File: config.mk
export PLATFORM = sky130hd
export DESIGN_NAME = fast_atan2_approx
export DESIGN_NICKNAME = d
export VERILOG_FILES = /design/src/hw/rtl/fa2_pkg.sv /design/src/hw/rtl/fa2_prep.sv /design/src/hw/rtl/fa2_div.sv /design/src/hw/rtl/fa2_post.sv /design/src/hw/rtl/fast_atan2_approx.sv
export VERILOG_INCLUDE_DIRS = /design/src /design/src/hw/rtl
export SDC_FILE = /design/constraint.sdc
export NUM_CORES = 2
export LEC_CHECK = 0
export ABC_CLOCK_PERIOD_IN_PS = 12700
export BUFFER_PORTS_ARGS = -buffer_cell sky130_fd_sc_hd__buf_2
export CAP_MARGIN = 15
export CORE_UTILIZATION = 60
export DETAILED_ROUTE_END_ITERATION = 8
export GPL_TIMING_DRIVEN = 0
export PLACE_DENSITY = 0.76
export SYNTH_ARGS = -nofsm -noshare
export SYNTH_HDL_FRONTEND = slang
export SYNTH_SLANG_ARGS = --single-unit
File: constraint.sdc
create_clock -name i_clk -period 12.7 [get_ports i_clk]
set_input_delay 2.54 -clock i_clk [delete_from_list [all_inputs] [get_ports i_clk]]
set_output_delay 2.54 -clock i_clk [all_outputs]
set_load 0.1 [all_outputs]
File: src/hw/rtl/assert_macros.svh
// Assertion helpers shared by the RTL files.
`ifndef ASSERT_MACROS_SVH
`define ASSERT_MACROS_SVH

`ifndef SYNTHESIS
`define ASSERT_IMPL(lbl, clk, rst_n, ante, cons) \
    lbl: assert property (@(posedge clk) disable iff (!(rst_n)) (ante) |-> (cons)) \
        else $error("assertion failed");
`define ASSERT_NEXT(lbl, clk, rst_n, ante, cons) \
    lbl: assert property (@(posedge clk) disable iff (!(rst_n)) (ante) |=> (cons)) \
        else $error("assertion failed");
`else
`define ASSERT_IMPL(lbl, clk, rst_n, ante, cons)
`define ASSERT_NEXT(lbl, clk, rst_n, ante, cons)
`endif

`endif

File: src/hw/rtl/fa2_pkg.sv
package fa2_pkg;

    localparam int AngleW = 16;

    localparam logic [63:0] PiQ60 = 64'h3243_F6A8_885A_308D;

    typedef struct packed {
        logic xn;
        logic yn;
        logic ax_zero;
        logic ay_zero;
        logic y_lt_x;
    } t_ctl;

endpackage

File: src/hw/rtl/fa2_prep.sv
`include "assert_macros.svh"

module fa2_prep #(
    parameter int InputBits = 16
) (
    input  logic                     i_clk,
    input  logic                     i_rst_n,
    input  logic                     i_valid,
    input  logic [InputBits-1:0]     i_vec_x,
    input  logic [InputBits-1:0]     i_vec_y,
    output logic                     o_valid,
    output logic [2*InputBits+4:0]   o_num,
    output logic [2*InputBits+4:0]   o_den,
    output fa2_pkg::t_ctl            o_ctl
);
    import fa2_pkg::*;

    localparam int MW = InputBits;
    localparam int PW = 2 * MW;
    localparam int DW = 2 * MW + 5;

    logic          xn;
    logic          yn;
    logic [MW-1:0] ax;
    logic [MW-1:0] ay;
    t_ctl          n_ctl1;

    logic          r1_vld;
    logic [MW-1:0] r1_mx;
    logic [MW-1:0] r1_mn;
    t_ctl          r1_ctl;

    logic          r2_vld;
    logic [PW-1:0] r2_pxy;
    logic [PW-1:0] r2_paa;
    logic [PW-1:0] r2_pbb;
    t_ctl          r2_ctl;

    logic          r3_vld;
    logic [DW-1:0] r3_num;
    logic [DW-1:0] r3_den;
    t_ctl          r3_ctl;

    logic [DW-1:0] n_num;
    logic [DW-1:0] n_den;

    always_comb begin
        xn = i_vec_x[MW-1];
        yn = i_vec_y[MW-1];
        ax = xn ? (~i_vec_x + MW'(1)) : i_vec_x;
        ay = yn ? (~i_vec_y + MW'(1)) : i_vec_y;
        n_ctl1.xn      = xn;
        n_ctl1.yn      = yn;
        n_ctl1.ax_zero = (ax == '0);
        n_ctl1.ay_zero = (ay == '0);
        n_ctl1.y_lt_x  = (ay < ax);
    end

    always_comb begin
        n_num = (DW'(r2_pxy) << 4) + (DW'(r2_pxy) << 3) + DW'(r2_pxy);
        n_den = (DW'(r2_paa) << 4) + (DW'(r2_paa) << 3) + DW'(r2_paa)
              + (DW'(r2_pbb) << 3) - DW'(r2_pbb);
    end

    always_ff @(posedge i_clk) begin
        if (!i_rst_n) begin
            r1_vld <= 1'b0;
            r2_vld <= 1'b0;
            r3_vld <= 1'b0;
        end else begin
            r1_vld <= i_valid;
            r2_vld <= r1_vld;
            r3_vld <= r2_vld;
        end
    end

    always_ff @(posedge i_clk) begin
        r1_mx  <= n_ctl1.y_lt_x ? ax : ay;
        r1_mn  <= n_ctl1.y_lt_x ? ay : ax;
        r1_ctl <= n_ctl1;
        r2_pxy <= r1_mx * r1_mn;
        r2_paa <= r1_mx * r1_mx;
        r2_pbb <= r1_mn * r1_mn;
        r2_ctl <= r1_ctl;
        r3_num <= n_num;
        r3_den <= n_den;
        r3_ctl <= r2_ctl;
    end

    assign o_valid = r3_vld;
    assign o_num   = r3_num;
    assign o_den   = r3_den;
    assign o_ctl   = r3_ctl;

    `ASSERT_IMPL(a_den_nonzero, i_clk, i_rst_n, r3_vld && !r3_ctl.ax_zero, r3_den != '0)

endmodule

File: src/hw/rtl/fa2_div.sv
`include "assert_macros.svh"

module fa2_div #(
    parameter int InputBits = 16,
    parameter int FracBits  = 13
) (
    input  logic                     i_clk,
    input  logic                     i_rst_n,
    input  logic                     i_valid,
    input  logic [2*InputBits+4:0]   i_num,
    input  logic [2*InputBits+4:0]   i_den,
    input  fa2_pkg::t_ctl            i_ctl,
    output logic                     o_valid,
    output logic [FracBits-1:0]      o_quo,
    output fa2_pkg::t_ctl            o_ctl
);
    import fa2_pkg::*;

    localparam int DW = 2 * InputBits + 5;

    logic                r_vld [FracBits];
    logic [DW-1:0]       r_rem [FracBits];
    logic [DW-1:0]       r_den [FracBits];
    logic [FracBits-1:0] r_quo [FracBits];
    t_ctl                r_ctl [FracBits];

    for (genvar g = 0; g < FracBits; g++) begin : g_stage
        logic                vld_in;
        logic [DW-1:0]       rem_in;
        logic [DW-1:0]       den_in;
        logic [FracBits-1:0] quo_in;
        t_ctl                ctl_in;
        logic [DW:0]         rem_sh;
        logic [DW:0]         diff;
        logic                ge;
        logic [DW-1:0]       n_rem;
        logic [FracBits-1:0] n_quo;

        if (g == 0) begin : g_first
            assign vld_in = i_valid;
            assign rem_in = i_num;
            assign den_in = i_den;
            assign quo_in = '0;
            assign ctl_in = i_ctl;
        end else begin : g_next
            assign vld_in = r_vld[g-1];
            assign rem_in = r_rem[g-1];
            assign den_in = r_den[g-1];
            assign quo_in = r_quo[g-1];
            assign ctl_in = r_ctl[g-1];
        end

        always_comb begin
            rem_sh = {rem_in, 1'b0};
            diff   = rem_sh - {1'b0, den_in};
            ge     = (rem_sh >= {1'b0, den_in});
            n_rem  = ge ? diff[DW-1:0] : rem_sh[DW-1:0];
            n_quo  = {quo_in[FracBits-2:0], ge};
        end

        always_ff @(posedge i_clk) begin
            if (!i_rst_n) begin
                r_vld[g] <= 1'b0;
            end else begin
                r_vld[g] <= vld_in;
            end
        end

        always_ff @(posedge i_clk) begin
            r_rem[g] <= n_rem;
            r_den[g] <= den_in;
            r_quo[g] <= n_quo;
            r_ctl[g] <= ctl_in;
        end
    end

    assign o_valid = r_vld[FracBits-1];
    assign o_quo   = r_quo[FracBits-1];
    assign o_ctl   = r_ctl[FracBits-1];

    `ASSERT_IMPL(a_rem_below_den, i_clk, i_rst_n,
                 r_vld[FracBits-1] && (r_den[FracBits-1] != '0),
                 r_rem[FracBits-1] < r_den[FracBits-1])

endmodule

File: src/hw/rtl/fa2_post.sv
`include "assert_macros.svh"

module fa2_post #(
    parameter int FracBits = 13
) (
    input  logic                         i_clk,
    input  logic                         i_rst_n,
    input  logic                         i_valid,
    input  logic [FracBits-1:0]          i_quo,
    input  fa2_pkg::t_ctl                i_ctl,
    output logic                         o_valid,
    output logic [fa2_pkg::AngleW-1:0]   o_angle
);
    import fa2_pkg::*;

    localparam int RW = FracBits + 4;
    localparam logic [63:0] PiFx =
        (PiQ60 + (64'd1 << (59 - FracBits))) >> (60 - FracBits);
    localparam logic [63:0] HalfPiFx =
        (PiQ60 + (64'd1 << (60 - FracBits))) >> (61 - FracBits);
    localparam logic signed [RW-1:0] PiS     = RW'(PiFx);
    localparam logic signed [RW-1:0] HalfPiS = RW'(HalfPiFx);

    logic signed [RW-1:0] q_s;
    logic signed [RW-1:0] sq;
    logic signed [RW-1:0] n_res;
    logic signed [RW-1:0] r_res;
    logic                 r_vld;

    always_comb begin
        q_s = signed'({{(RW - FracBits){1'b0}}, i_quo});
        sq  = (i_ctl.xn ^ i_ctl.yn) ? -q_s : q_s;
        if (i_ctl.ax_zero) begin
            if (i_ctl.ay_zero) begin
                n_res = '0;
            end else begin
                n_res = i_ctl.yn ? -HalfPiS : HalfPiS;
            end
        end else if (i_ctl.y_lt_x) begin
            if (!i_ctl.xn) begin
                n_res = sq;
            end else begin
                n_res = i_ctl.yn ? (sq - PiS) : (sq + PiS);
            end
        end else begin
            n_res = i_ctl.yn ? (HalfPiS - sq - PiS) : (HalfPiS - sq);
        end
    end

    always_ff @(posedge i_clk) begin
        if (!i_rst_n) begin
            r_vld <= 1'b0;
        end else begin
            r_vld <= i_valid;
        end
    end

    always_ff @(posedge i_clk) begin
        r_res <= n_res;
    end

    assign o_valid = r_vld;
    assign o_angle = AngleW'(r_res);

    `ASSERT_NEXT(a_valid_follows, i_clk, i_rst_n, i_valid, r_vld)
    `ASSERT_IMPL(a_angle_range, i_clk, i_rst_n, r_vld, (r_res <= PiS) && (r_res >= -PiS))

endmodule

File: src/hw/rtl/fast_atan2_approx.sv
// Fixed-point atan2 by the 0.28 rational approximation.
// A vector beat (i_vec_x, i_vec_y) is taken at each rising edge where start
// is high and busy is low. busy is held low: the pipeline never stalls, so
// one vector can be taken in every cycle.
// The angle appears on o_angle for exactly one cycle, marked by o_valid, in
// radians with ANGLE_FRACTION_BITS fraction bits, two's complement.
// The front end registers the larger and smaller magnitudes, the products
// and the scaled numerator and denominator in turn; the pipelined restoring
// divider then resolves one quotient bit per stage, and a final register
// applies sign and quadrant correction. Throughput is one beat per cycle.
// Reset clears every stage valid bit, so no result is emitted for a beat
// that was in flight at reset. The receiver cannot hold results off, and
// none is needed since results leave in the order the beats came in.
module fast_atan2_approx #(
    parameter int INPUT_BITS          = 16,
    parameter int ANGLE_FRACTION_BITS = 13
) (
    input  logic                         i_clk,
    input  logic                         i_rst_n,
    input  logic                         start,
    output logic                         busy,
    input  logic [INPUT_BITS-1:0]        i_vec_x,
    input  logic [INPUT_BITS-1:0]        i_vec_y,
    output logic                         o_valid,
    output logic [fa2_pkg::AngleW-1:0]   o_angle
);
    import fa2_pkg::*;

    localparam int DW = 2 * INPUT_BITS + 5;

    logic                           acc;
    logic                           prep_vld;
    logic [DW-1:0]                  prep_num;
    logic [DW-1:0]                  prep_den;
    t_ctl                           prep_ctl;
    logic                           div_vld;
    logic [ANGLE_FRACTION_BITS-1:0] div_quo;
    t_ctl                           div_ctl;

    assign busy = 1'b0;
    assign acc  = start && !busy;

    fa2_prep #(
        .InputBits(INPUT_BITS)
    ) u_prep (
        .i_clk   (i_clk),
        .i_rst_n (i_rst_n),
        .i_valid (acc),
        .i_vec_x (i_vec_x),
        .i_vec_y (i_vec_y),
        .o_valid (prep_vld),
        .o_num   (prep_num),
        .o_den   (prep_den),
        .o_ctl   (prep_ctl)
    );

    fa2_div #(
        .InputBits(INPUT_BITS),
        .FracBits (ANGLE_FRACTION_BITS)
    ) u_div (
        .i_clk   (i_clk),
        .i_rst_n (i_rst_n),
        .i_valid (prep_vld),
        .i_num   (prep_num),
        .i_den   (prep_den),
        .i_ctl   (prep_ctl),
        .o_valid (div_vld),
        .o_quo   (div_quo),
        .o_ctl   (div_ctl)
    );

    fa2_post #(
        .FracBits(ANGLE_FRACTION_BITS)
    ) u_post (
        .i_clk   (i_clk),
        .i_rst_n (i_rst_n),
        .i_valid (div_vld),
        .i_quo   (div_quo),
        .i_ctl   (div_ctl),
        .o_valid (o_valid),
        .o_angle (o_angle)
    );

endmodule

Word level (Yosys, flattened, before mapping)
Memory sizes are Yosys's and may differ from the RTL's. A register that Yosys moved wholly into a read port is not among the register bits.
Index checks and enable logic that the tools add are counted.
- register bits: 236
- RAM bits: 1209
- input bits: 35
- output and inout bits: 18
- logic and storage cells: 133
- memories: 5
- add/subtract/negate cells: 26
- $mul: 3
- magnitude comparators: 14
- mux-type cells: 40
- bitwise logic cells: 16
- reductions and logical operators: 3
- memory list (name ; words ; bits a word ; read ports ; clocked after Yosys merged registers in ; write ports ; line ; text):
    u_div.r_den ; 13 ; 37 ; 12 ; 0 ; 13 ; fa2_div.sv:23 ; logic [DW-1:0] r_den [FracBits];
    u_div.r_rem ; 13 ; 37 ; 12 ; 0 ; 13 ; fa2_div.sv:22 ; logic [DW-1:0] r_rem [FracBits];
    u_div.r_quo ; 13 ; 13 ; 13 ; 0 ; 13 ; fa2_div.sv:24 ; logic [FracBits-1:0] r_quo [FracBits];
    u_div.r_ctl ; 13 ; 5 ; 13 ; 0 ; 13 ; fa2_div.sv:25 ; t_ctl r_ctl [FracBits];
    u_div.r_vld ; 13 ; 1 ; 13 ; 1 ; 13 ; fa2_div.sv:21 ; logic r_vld [FracBits];
- operators with widths (cell ; number):
    38-bit by 37-bit >= comparator with 1-bit output ; 13
    37-bit two-way mux ; 13
    37-bit subtractor ; 13
    16-bit two-way mux ; 12
    16-bit by 16-bit multiplier with 32-bit output ; 3
    36-bit by 35-bit adder with 37-bit output ; 2
    37-bit by 32-bit adder with 37-bit output ; 2
    37-bit by 35-bit adder with 37-bit output ; 1
    37-bit by 32-bit subtractor with 37-bit output ; 1
    16-bit by 1-bit adder with 16-bit output (second input constant) ; 2
    16-bit zero test ; 2
    16-bit NOT ; 2
    16-bit subtractor (second input constant) ; 2
    16-bit adder (second input constant) ; 1
    16-bit < comparator ; 1
    13-bit negator with 16-bit output ; 1
    15-bit by 16-bit subtractor with 16-bit output (first input constant) ; 1
    1-bit two-way mux ; 15
    1-bit bitwise OR ; 13
    1-bit zero test ; 1
    1-bit bitwise XOR ; 1

Logic depth before layout (Yosys ltp)
An unclocked memory read counts as a cell.
- word-level depth: 8
- mapped depth: 27
- gate-level depth less buffers: 25

By module
From an unflattened synthesis, not the netlist that was laid out.
- cells, all modules: 9886
- area total of the unflattened synthesis: 89298.1 µm²
- by module, submodules not included (module ; times used ; cells an instance ; area an instance (µm²) ; sequential area each (µm²)):
    fa2_div ; 1 ; 5809 ; 51976.1 ; 21160.3
    fa2_prep ; 1 ; 3757 ; 34893.5 ; 4364.2
    fa2_post ; 1 ; 318 ; 2417.3 ; 340.3
    fast_atan2_approx ; 1 ; 2 ; 11.3 ; 0.0

Worst setup path before layout
No wires, ideal clock.
- kind: register -> register
- start point: register u_prep.r1_mx[6]
- end point: register u_prep.r2_paa[30]
- setup time: 0.127 ns
- arrival time: 6.362 ns
- required time: 12.573 ns
- slack: 6.211 ns
- cell stages (with the launch flop): 24
- buffers on the path: 2
- period minus slack after synthesis: 6.489 ns
- path through: dfxtp_1 -> clkbuf_1 -> clkbuf_1 -> nand2_1 -> fa_1 -> fa_1 -> inv_1 -> fa_1 -> fa_1 -> fa_1 -> inv_1 -> fa_1 -> inv_1 -> ha_1 -> nand2_1 -> nor2_1 -> o211ai_1 -> o21ai_0 -> nor3_1 -> o31ai_1 -> a31oi_1 -> o21ai_0 -> nor4b_1 -> or3_1
- cells in the longest elaborated chain, start to end: 1
- RTL lines (item ; line ; text):
    from (decl) ; fa2_prep.sv:29 ; logic [MW-1:0] r1_mx;
    from (signal assigned) ; fa2_prep.sv:78 ; r1_mx <= n_ctl1.y_lt_x ? ax : ay;
    16-bit by 16-bit multiplier with 32-bit output ; fa2_prep.sv:82 ; r2_paa <= r1_mx * r1_mx;
    to (signal assigned) ; fa2_prep.sv:82 ;
    to (decl) ; fa2_prep.sv:35 ; logic [PW-1:0] r2_paa;
No other way between the ends.
A chain may end at the register's enable or synchronous reset.

Worst setup path in the final report
- start point: register u_prep.r1_mx[2]
- end point: register u_prep.r2_paa[26]
The elaborated chain is that of the path after synthesis.

==> flow_summary.yaml <==
synth:
  synth-seq-cells: 1292
  netlist_area_um2: 86980
  synth_edf_count: 0
  netlist_instances: 9483
  ys_warn_count: 0
  ys.flop_type: "dfxtp_1"
  async_flop_share: 0
  synth_cell_types: 96
  avgSynthCellArea_um2: 9.172
  ys_seq_area_frac: 0.2974
worst_hold_path:
  hold_path.class: "reg2reg"
placed_design:
  place_hpwl_um: 185900
  gp_congestion: 0.9831
  placed_cell_area_um2: 89620
  io_buffers: 51
sta:
  skew_ns: 0.03730
  min_period_ns: 8.790
  hold-worst-slack_ns: 0.3111
  setup_violations: 0
  maxSlewHeadroom: 0.2225
  fmax_ghz: 0.1138
  rsz0062_at_grt: "no"
  hold_viol_final: 0
  period_share: 0.6922
  finalSetupTns_ns: 0
  final_max_slew_viol_count: 0
  tightest_slew_ns: 1.151
layout:
  seqCellArea_um2: 25860
  design_area_um2: 94340
  syn_to_final_growth_pct: 8.466
  fillers: 11730
  layout-drive-gt1-share: 0.05786
  nNetsFinal: 11260
  multi_input_area_um2: 54400
  post-route-util: 0.6567
detailed_routing:
  num_vias: 66640
  ant_nets: 0
  finalWirelength_um: 229600
  avgViaCountPerCell: 5.702
  dr.pass1.iters: 8
  drc: 0
  drt_iter0_markers: 4558
  routedWlPerCell_um: 19.65
clock_tree:
  cts_made_buffers: 137
  postCtsHoldBufs: 0
  ctsResizeCount: 0
  cts_setup_buffers: 0
  clock_latency_ns: 0.79
  clk_transition_reported_paths_ns: 0.07
  cts-root-buf: "clkbuf_16"
  clock_path_buffers: 3
  cts.sinks: 1292
  cts_tree: "yes"
  htree_levels: 4
die:
  die_height_um: 382.7
  rows: 139
  initial_core_util: 0.6054
  die_width_um: 382.7
  die_area_um2: 146500
  core-area_um2: 143700
  ios: 53
global_routing:
  antenna_found_initial: 5
  grt_pass1_wl_um: 359100
  overflow: 0
  grt_pass1_vias: 66680
  grt_start_max_net_pins: 17
  grtUsageTotal: 0.3133
setup_path:
  worstPathRequired_ns: 13.30
  critPathArrivalTime_ns: 9.39
  worstPathCellList: "clkbuf_1 -> clkbuf_1 -> nand2_1 -> fa_1 -> inv_1 -> ha_1 -> a21o_1 -> fa_1 -> fa_1 -> fa_1 -> inv_1 -> fa_1 -> inv_1 -> ha_1 -> inv_1 -> nor2_1 -> o211ai_1 -> o21ai_0 -> nor3_1 -> o31ai_1 -> a31oi_1 -> o21ai_0 -> xor2_1"
  max_stage_delay_ns: 0.77
  rrSetupSlack_ns: 3.91
  end_kind: "flip-flop"
  path_class: "reg2reg"
  critPathLaunchType: "flip-flop"
  crit_slowest_cell: "clkbuf_1"
  crit_top_cell: "fa_1"
  crit_fanout: 11
flow_run:
  maxCapViolCount: 0
run_status:
  status: "finished, final reports clean"
per-layer routing:
metal | vias up | part of all wire | global-route usage | routed length (um)
met2 | 2182 | 0.47 | 0.5222 | 107800
met4 | 2 | 0.056 | 0.1597 | 12860
met1 | 32090 | 0.41 | 0.3921 | 93870
li1 | 31800 | - | - | -
met5 | - | 0.000065 | 0 | 15
met3 | 568 | 0.066 | 0.05029 | 15140
state kept, by name (all words and copies together) (netlist names), 16 cells and up:
signal / cells
u_div.r_ctl: 65
u_div.r_den: 444
u_div.r_quo: 91
u_div.r_rem: 444
u_post.r_res: 16
u_prep.o_den: 37
u_prep.o_num: 37
u_prep.r1_mn: 16
u_prep.r1_mx: 16
u_prep.r2_paa: 31
u_prep.r2_pbb: 31
u_prep.r2_pxy: 32
critical path, delay by kind of cell (launching register included):
family                   cells  cell delay, ns
AO/OA/AOI/OAI                6            2.17
AND/OR/NAND/NOR              3            0.51
adder cells (fa/ha/maj)      7            3.02
buffers and inverters        6            1.70
flip-flops                   1            0.50
XOR/XNOR                     1            0.69
kinds of logic (layout without fill, tap and decap cells):
group                    count (synthesis)  in the layout  synth area share
buffers and inverters                 1779           2078           0.07724
other                                    1              3        0.00004312
AND/OR/NAND/NOR                       2062           2062            0.1138
multiplexers                           241            241           0.03057
XOR/XNOR                               601            601           0.06076
adder cells (fa/ha/maj)               1551           1551            0.2791
flip-flops                            1292           1292            0.2974
AO/OA/AOI/OAI                         1956           1956            0.1411
path summary, 6_finish.rpt:
path	from	end	cells past startpoint
min	u_div.r_quo[5][0]$_DFF_P_	u_div.r_quo[6][1]$_DFF_P_	0
max	u_prep.r1_mx[2]$_DFF_P_	u_prep.r2_paa[26]$_DFF_P_	23
min reg2reg	u_div.r_quo[5][0]$_DFF_P_	u_div.r_quo[6][1]$_DFF_P_	0
max reg2reg	u_prep.r1_mx[2]$_DFF_P_	u_prep.r2_paa[26]$_DFF_P_	23
synthesized netlist by cell type, drive strengths merged, types with 78 or more instances:
cell type	count	share of area
inv	1543	0.067
dfxtp	1292	0.30
ha	902	0.13
nand2	680	0.029
fa	649	0.15
a21oi	626	0.036
nor2	482	0.021
o21ai	445	0.026
xnor2	374	0.038
a21o	275	0.024
xor2	226	0.023
and2	223	0.016
clkbuf	201	0.0087
mux2	197	0.026
nor3	110	0.0063
nand3	105	0.0060
o21a	96	0.0083
nand2b	95	0.0068
nand4	84	0.0060
nor2b	78	0.0056
cell usage in the layout (no fill, tap or decap), types with 142 or more instances in the layout:
master and count:
mux2_2 195, clkbuf_1 219, ha_1 902, fa_1 649
clkbuf_16 142, o21ai_0 440, inv_1 1542, and2_1 223
xnor2_1 373, a21o_1 271, dfxtp_1 1292, nand2_1 680
a21oi_1 625, nor2_1 482, xor2_1 226
stage by stage:
stage,setup slack [ns],cells
finish,3.910,11690
global placement,4.239,11440
CTS,4.128,11690
global route,3.784,11690
floorplan,6.211,9484
detailed placement,4.163,11440
cell type report:
class,instances,area share
Timing Repair Buffer,52,0.002785
Tap cell,1903,0.02524
Clock inverter,70,0.009098
Antenna cell,1,0.00002653
Sequential cell,1292,0.2742
Inverter,1548,0.06159
Multi-Input combinational cell,6413,0.5766
Buffer,231,0.009616
Clock buffer,177,0.04086
Power is left out: the tool's default activity adds up to more than one toggle a clock period on the data nets, which glitch-free logic cannot reach.
